### src/rtl/core/hcli_pkg.sv
package hcli_pkg;

  localparam int SAMP_W    = 24;
  localparam int ADDR_W    = 32;
  localparam int PEAK_W    = 23;
  localparam int LEN_W     = 7;
  localparam int THR_W     = 23;
  localparam int OV_W      = 16;
  localparam int CFG_IDX_W = 1;
  localparam int CFG_W     = 23;

  localparam int ACC_W = 64;
  localparam int DEN_W = 21;
  localparam int QUO_W = 27;
  localparam int QBITS = 24;

  localparam logic [LEN_W-1:0] MAX_CLIP_LEN = 7'd64;

  localparam logic [CFG_IDX_W-1:0] REG_CLIP_THRESHOLD = 1'b0;
  localparam logic [CFG_IDX_W-1:0] REG_PEAK_OVERSHOOT = 1'b1;

  localparam logic [THR_W-1:0] THR_RESET = 23'd1048576;
  localparam logic [OV_W-1:0]  OV_RESET  = 16'd6144;

endpackage

### src/rtl/core/hcli_div.sv
// divide: quotient of a signed numerator by a positive divisor,
// floored, one quotient bit per cycle, saturated beyond 24 magnitude bits
module hcli_div import hcli_pkg::*; (
  input  logic                    clk_i,
  input  logic                    rst_ni,
  input  logic                    start_i,
  input  logic signed [ACC_W-1:0] num_i,
  input  logic        [DEN_W-1:0] den_i,
  output logic                    done_o,
  output logic signed [QUO_W-1:0] quo_o
);

  logic                            busy_q, busy_d;
  logic                            done_q, done_d;
  logic [4:0]                      cnt_q, cnt_d;
  logic [ACC_W-1:0]                rem_q, rem_d;
  logic [DEN_W+QBITS-2:0]          dsh_q, dsh_d;
  logic [QBITS-1:0]                quo_q, quo_d;
  logic                            neg_q, neg_d;
  logic                            sat_q, sat_d;
  logic [ACC_W-1:0]                mag;
  logic [ACC_W-1:0]                udiv;
  logic [ACC_W-1:0]                dsh_ext;
  logic signed [QUO_W-1:0]         qext;

  assign mag  = num_i[ACC_W-1] ? ACC_W'(-num_i) : ACC_W'(num_i);
  // negative side takes the ceiling of the magnitude
  assign udiv = num_i[ACC_W-1] ? (mag + ACC_W'(den_i) - ACC_W'(1)) : mag;
  assign dsh_ext = ACC_W'(dsh_q);

  always_comb begin
    busy_d = busy_q;
    done_d = 1'b0;
    cnt_d  = cnt_q;
    rem_d  = rem_q;
    dsh_d  = dsh_q;
    quo_d  = quo_q;
    neg_d  = neg_q;
    sat_d  = sat_q;
    if (start_i) begin
      neg_d = num_i[ACC_W-1];
      quo_d = '0;
      if (udiv >= {{(ACC_W-DEN_W-QBITS){1'b0}}, den_i, {QBITS{1'b0}}}) begin
        sat_d  = 1'b1;
        done_d = 1'b1;
      end else begin
        sat_d  = 1'b0;
        busy_d = 1'b1;
        rem_d  = udiv;
        dsh_d  = {den_i, {(QBITS-1){1'b0}}};
        cnt_d  = 5'(QBITS);
      end
    end else if (busy_q) begin
      if (rem_q >= dsh_ext) begin
        rem_d = rem_q - dsh_ext;
        quo_d = {quo_q[QBITS-2:0], 1'b1};
      end else begin
        quo_d = {quo_q[QBITS-2:0], 1'b0};
      end
      dsh_d = dsh_q >> 1;
      cnt_d = cnt_q - 5'd1;
      if (cnt_q == 5'd1) begin
        busy_d = 1'b0;
        done_d = 1'b1;
      end
    end
  end

  always_ff @(posedge clk_i or negedge rst_ni) begin
    if (!rst_ni) begin
      busy_q <= 1'b0;
      done_q <= 1'b0;
      cnt_q  <= '0;
    end else begin
      busy_q <= busy_d;
      done_q <= done_d;
      cnt_q  <= cnt_d;
    end
  end

  always_ff @(posedge clk_i) begin
    rem_q <= rem_d;
    dsh_q <= dsh_d;
    quo_q <= quo_d;
    neg_q <= neg_d;
    sat_q <= sat_d;
  end

  assign qext   = sat_q ? QUO_W'(27'sd16777216) : $signed({3'b000, quo_q});
  assign quo_o  = neg_q ? -qext : qext;
  assign done_o = done_q;

  a_done_idle: assert property (@(posedge clk_i) disable iff (!rst_ni)
    done_q |-> !busy_q) else $error("divide done while busy");
  a_no_restart: assert property (@(posedge clk_i) disable iff (!rst_ni)
    busy_q |-> !start_i) else $error("divide started while busy");
  a_finish: assert property (@(posedge clk_i) disable iff (!rst_ni)
    (busy_q && cnt_q == 5'd1) |=> (done_q && !busy_q)) else $error("divide did not finish");

endmodule

### config.mk
export PLATFORM = sky130hd
export DESIGN_NAME = hcli_div
export DESIGN_NICKNAME = d
export VERILOG_FILES = /design/src/rtl/core/hcli_pkg.sv /design/src/rtl/core/hcli_div.sv
export SDC_FILE = /design/constraint.sdc
export NUM_CORES = 1
export LEC_CHECK = 0
export ABC_AREA = 1
export BUFFER_PORTS_ARGS = -buffer_cell sky130_fd_sc_hd__buf_4
export CAP_MARGIN = 20
export CELL_PAD_IN_SITES_DETAIL_PLACEMENT = 1
export CELL_PAD_IN_SITES_GLOBAL_PLACEMENT = 1
export CORE_ASPECT_RATIO = 1.25
export CORE_MARGIN = 2
export CORE_UTILIZATION = 45
export CTS_CLUSTER_DIAMETER = 80
export CTS_CLUSTER_SIZE = 16
export DETAILED_ROUTE_END_ITERATION = 6
export PLACE_DENSITY = 0.87
export SLEW_MARGIN = 5
export SYNTH_ARGS = -nofsm -noshare
export SYNTH_HDL_FRONTEND = slang
export SYNTH_SLANG_ARGS = --single-unit
export TNS_END_PERCENT = 5
### constraint.sdc
create_clock -name clk_i -period 6.4 [get_ports clk_i]
set_input_delay 0.96 -clock clk_i [delete_from_list [all_inputs] [get_ports clk_i]]
set_output_delay 0.96 -clock clk_i [all_outputs]
set_load 0.02 [all_outputs]
==> results of run 1 <==
==> power breakdown <==
group | switching (W) | internal, W
clock network | 0.000442 | 0.000541
logic | 0.00148 | 0.00103
registers | 0.00000488 | 0.000995
total | 0.00193 | 0.00256
==> repair_timing <==
action	4_1_cts	5_1_grt
resized for setup	108	71
gates cloned	1	1
pin swaps	42	48
setup endpoints to repair	116	116
setup buffers	22	10
==> final timing paths <==
| kind | slack, ps | cells after the start | to |
|---|---|---|---|
| worst max-delay path | -1010 | 45 | rem_q[25] |
| worst min-delay path | 310 | 1 | cnt_q[3] |
| worst max register to register | 1630 | 24 | rem_q[3] |
| worst min register to register | 500 | 2 | quo_q[20] |
| max in group asynchronous | 5970 | 1 | busy_q |
| min in group clk_i | 500 | 2 | quo_q[20] |
==> Yosys cell counts (27+ instances only) <==
| cell | n |
|---|---|
| a21oi_1 | 168 |
| a31oi_1 | 33 |
| clkbuf_1 | 32 |
| edfxtp_1 | 110 |
| ha_1 | 151 |
| inv_1 | 499 |
| nand2_1 | 584 |
| nand3_1 | 133 |
| nand4_1 | 27 |
| nor2_1 | 350 |
| nor3_1 | 38 |
| o21ai_0 | 169 |
| xnor2_1 | 58 |
| xor2_1 | 99 |
==> kinds of logic after synthesis <==
| kind of cell | Yosys count | synth area share (%) |
|---|---|---|
| mux | 6 | 0.344 |
| xor+xnor | 157 | 7.87 |
| compound gates | 477 | 15.3 |
| flops | 141 | 22.6 |
| fa+ha+maj | 153 | 11.0 |
| buf+inv | 557 | 12.1 |
| simple gates | 1238 | 30.7 |
==> registers in the layout, indices dropped and copies added, names as in the netlist <==
signal / count
neg_q: 1
sat_q: 1
quo_q: 24
busy_q: 1
done_o: 1
rem_q: 64
cnt_q: 5
dsh_q: 44
==> worst max-delay path: cells and delay by family <==
kind	cells	cell delay (ps)
compound gates	1	110
fa+ha+maj	3	1080
simple gates	30	3740
buf+inv	9	1330
xor+xnor	2	380
==> final cells by class <==
cell class              instances  area share [%]
inverters                     507            8.20
clock inverters                12           0.343
clock buffers                  20            2.05
well taps                     492            2.64
multi-input cells            2031            51.8
repair buffers                539            18.1
flip-flops and latches        141            16.9
==> per-layer routing <==
metal	wire length (microns)	share of wire (%)	track usage [%]
met4	8840	9.5	29.8
met1	32600	35	44.8
met2	44100	48	73.5
met5	29	0.031	0
met3	7100	7.7	5.96
==> stage by stage <==
| stage | power, W | cells | worst slack [ps] | utilization, % |
|---|---|---|---|---|
| after global routing | 0.00464 | 3742 | -1310 | 61.1 |
| after detailed placement | 0.00311 | 3676 | -773 | 57.0 |
| after floorplan | 0.00204 | 2729 | 20.2 | - |
| after CTS | 0.00421 | 3731 | -13.8 | 60.2 |
| after global placement | 0.00302 | 3676 | -326 | 57.0 |
| final | 0.00449 | 3742 | -1010 | 61.1 |
==> flow_metrics.tcl, run 1 <==
set metrics [dict create \
    grt_pass1_vias 23700 \
    slew_headroom_pct 36.9 \
    fillCellCount 5110 \
    cts_made_buffers 17 \
    syn_area_sq_mm 0.0175 \
    status "finished with violations" \
    finalNetCount 3478 \
    netlist_instances 2729 \
    cts_max_level 4 \
    hold_path_class "in -> async" \
    io_pins 116 \
    setup_viol 116 \
    cp_max_fo 8 \
    async_flop_share_pct 4.96 \
    hold_viol 0 \
    place.gp.congestion 0.963 \
    drv_slew 0 \
    start_util_pct 45.7 \
    crit_required_ps 6620 \
    dr.first_iter.drc_count 2252 \
    violations "negative setup slack" \
    placed_area_sq_mm 0.0218 \
    holdWs_ps 305 \
    track_usage_pct 41.3 \
    routedWlPerCell_microns 24.8 \
    rsz0062_at_grt "true" \
    cp_slowest_cell "ha_1" \
    cp-startpoint "num_i[12]" \
    endpoint_kind "register" \
    syn_to_final_growth_pct 33.6 \
    cts_hold_buf 0 \
    synthTopCellsByArea "edfxtp_1 19%, nand2_1 13%, ha_1 11%" \
    portBuffers 115 \
    die_w_microns 180 \
    netlist.area_leader.share_pct 18.9 \
    cts_tree "built" \
    vias_per_cell 6.04 \
    num_vias 22600 \
    cts_root_buf "clkbuf_16" \
    grt_pass1_wl_mm 131 \
    drc 0 \
    p_per_area_mw_per_mm2 192 \
    clockBufferDepth 2 \
    cts_sinks 141 \
    synth_nets 2970 \
    maxCapViolCount 0 \
    drive_gt1_share_pct 24.6 \
    cp_common_cell "nand2_1" \
    clk_pin_slew_ps 60 \
    final_cell_mix "557 x nand2_1, 522 x buf_4, 489 x inv_1, 326 x nor2_1, 148 x o21ai_0" \
    fin_ws_ps -1010 \
    fin_crit_sh_pct 116 \
    wl_mm 92.7 \
    multi_input_area_sq_mm 0.0121 \
    grt_max_degree 71 \
    fin_skew_ps 12.2 \
    ys_seq_elements 141 \
    start_kind "input port" \
    yosysTopAreaCell "edfxtp_1" \
    diodes 0 \
    syn_avg_cell_area_sq_um 6.41 \
    yosysUniqueCellTypes 61 \
    yosysWarnings 0 \
    ant_nets 0 \
    num_rows 80 \
    drtPass1Iterations 5 \
    antenna_found_initial 2 \
    tightest_slew_ps 941 \
    synthFlopType "edfxtp_1" \
    insertion_delay_ps 460 \
    synth_edf_count 110 \
    critPathArrivalTime_ps 7640 \
    ir_drop_mv 0.139 \
    dp_hpwl_mm 64.7 \
    seqCellArea_sq_mm 0.00396 \
    dieArea_sq_mm 0.0405 \
    critical_path_class "in -> reg" \
    layout_commonest_cell "nand2_1" \
    final.min_clock_period_ps 7410 \
    ys_seq_area_share_pct 22.6 \
    final_cell_area_sq_mm 0.0234 \
    grt_overflow 0 \
    fp.dieH_microns 224 \
    cp_slowest_stage_delay_ps 390 \
    fmax_mhz 135 \
    setup_tns_ps -109870 \
    core-area_sq_mm 0.0382 \
    p_leak_nw 11.5 \
    worstReg2RegStart "rem_q[0]" \
]
Note: power is estimated with default switching activity, not from simulation.
==> run 2, diff against run 1 <==
- clock period: 6.4 -> 9.2 ns (I/O delays scaled with it)
==> run 2 against run 1 <==
  * The flow now finishes without violations
  * Die area stayed put
  * Sequential cell count stayed put
  * Routed wire length is 28% lower
  * Core utilization is 10 points lower
  * Critical path type unchanged
  * Critical endpoint is now dsh_q[22]
  * Highest routed layer is now met4
==> flow_metrics.tcl, run 2 (same netlist as run 1, synthesis figures left out) <==
set metrics [dict create \
    status "completed" \
    drv_slew 0 \
    pwr-share-seq_pct 28.0 \
    io_pins 116 \
    drive_gt1_share_pct 8.82 \
    dp_hpwl_mm 55.8 \
    diodes 0 \
    maxCapViolCount 0 \
    fp.dieH_microns 224 \
    grt_max_degree 79 \
    final_cell_mix "582 x nand2_1, 497 x inv_1, 350 x nor2_1, 169 x o21ai_0, 168 x a21oi_1" \
    p_per_area_mw_per_mm2 128 \
    portBuffers 115 \
    largest_reg_flops 64 \
    critical_path_class "in -> reg" \
    clk_pin_slew_ps 60 \
    start_util_pct 45.7 \
    vias_per_cell 5.63 \
    min_path_cells 2 \
    grt_pass1_wl_mm 105 \
    drtPass1Iterations 5 \
    grt_pass1_vias 19700 \
    netSwitchingFraction_pct 41.3 \
    cts_setup_buffers 0 \
    cp_common_cell "nand2_1" \
    grt_overflow 0 \
    place.gp.congestion 1.01 \
    cts_max_level 4 \
    routedWlPerCell_microns 20.1 \
    fmax_mhz 123 \
    critical_path_depth 46 \
    cts_root_buf "clkbuf_16" \
    start_kind "input port" \
    final.min_clock_period_ps 8130 \
    cts_hold_buf 0 \
    layout_commonest_cell "nand2_1" \
    ant_nets 0 \
    num_rows 80 \
    fin_crit_sh_pct 88.4 \
    syn_to_final_growth_pct 11.1 \
    hold_path_class "reg -> reg" \
    final_cells 3326 \
    core-area_sq_mm 0.0382 \
    endpoint_kind "register" \
    cp_slowest_stage_delay_ps 530 \
    combPwrFrac_pct 43.8 \
    critPathArrivalTime_ps 8200 \
    utilization_pct 50.8 \
    insertion_delay_ps 440 \
    die_w_microns 180 \
    clockBufferDepth 2 \
    crit_family "simple AND/OR/NAND/NOR gates" \
    setup_viol 0 \
    dieArea_sq_mm 0.0405 \
    cts_sinks 141 \
    p_int_w 0.00146 \
    cts_made_buffers 17 \
    largestRegisters "rem_q x64, dsh_q x44, quo_q x24" \
    crit_required_ps 9270 \
    dr.first_iter.drc_count 982 \
    hold_viol 0 \
    reg2reg_depth 22 \
    setup_tns_ps 0 \
    placedCellCount 3294 \
    cp_max_fo 44 \
    ir_drop_mv 0.105 \
    slew_headroom_pct 28.5 \
    p_switching_w 0.00102 \
    cts_tree "built" \
    tightest_slew_ps 1070 \
    finalNetCount 3062 \
    antenna_found_initial 0 \
    cts_resized 0 \
    fin_skew_ps 10.8 \
    track_usage_pct 32.8 \
    cp_slowest_cell "buf_4" \
    top_register "rem_q" \
    clockPowerShare_pct 28.2 \
    wl_mm 67.0 \
    critical_path_buf_inv_count 5 \
    num_vias 18700 \
    p_leak_nw 9.41 \
    drc 0 \
    rsz0062_at_grt "false" \
]
## run 2: cell type report
type,count,area (sq um)
fill,5265,18800
multi-input combinational,2031,11400
sequential,141,3960
inverter,507,1910
timing repair buffer,123,923
tap,492,616
clock buffer,22,499
clock inverter,10,97.6
## run 2: power by group through the flow
stage,Combinational [W],Clock (W),Sequential [W]
floorplan,0.000711,0,0.000707
finish,0.00109,0.000700,0.000696
CTS,0.00107,0.000707,0.000696
detailed placement,0.00106,0,0.000709
global placement,0.00103,0,0.000709
global route,0.00120,0.000733,0.000696
## run 2: per-stage QoR
step | worst slack [ps] | total power, W | cell area, sq um | hold slack (ps)
4_1_cts | 1170 | 0.00247 | 19400 | 501
2_1_floorplan | 768 | 0.00142 | 17500 | 461
3_5_place_dp | 744 | 0.00177 | 18800 | 489
3_3_place_gp | 1000 | 0.00174 | 18800 | 477
5_1_grt | 680 | 0.00263 | 19400 | 530
6_report | 1070 | 0.00248 | 19400 | 498
## run 2: layer usage
| metal | track usage (%) | wire length [microns] | up-vias |
|---|---|---|---|
| li1 | - | - | 9023 |
| met1 | 37.7 | 27300 | 9041 |
| met2 | 60.2 | 33800 | 486 |
| met3 | 3.45 | 2400 | 160 |
| met4 | 16.4 | 3460 | 0 |
| met5 | 0 | 0 | - |
## run 2: path summary, 6_finish.rpt
| path | from | endpoint | slack [ps] |
|---|---|---|---|
| setup / recovery | num_i[0] | dsh_q[22] | 1070 |
| setup reg to reg | dsh_q[0] | rem_q[41] | 4700 |
| hold reg to reg | quo_q[0] | quo_q[0] | 500 |
| min in group asynchronous | rst_ni | cnt_q[2] | 740 |
| hold / removal | quo_q[0] | quo_q[0] | 500 |
| max in group asynchronous | rst_ni | cnt_q[4] | 8320 |
## run 2: worst min-delay path, delay by kind of cell (launching register included)
family	cells	cell delay (ps)
flops	1	300
buf+inv	1	80
compound gates	1	70
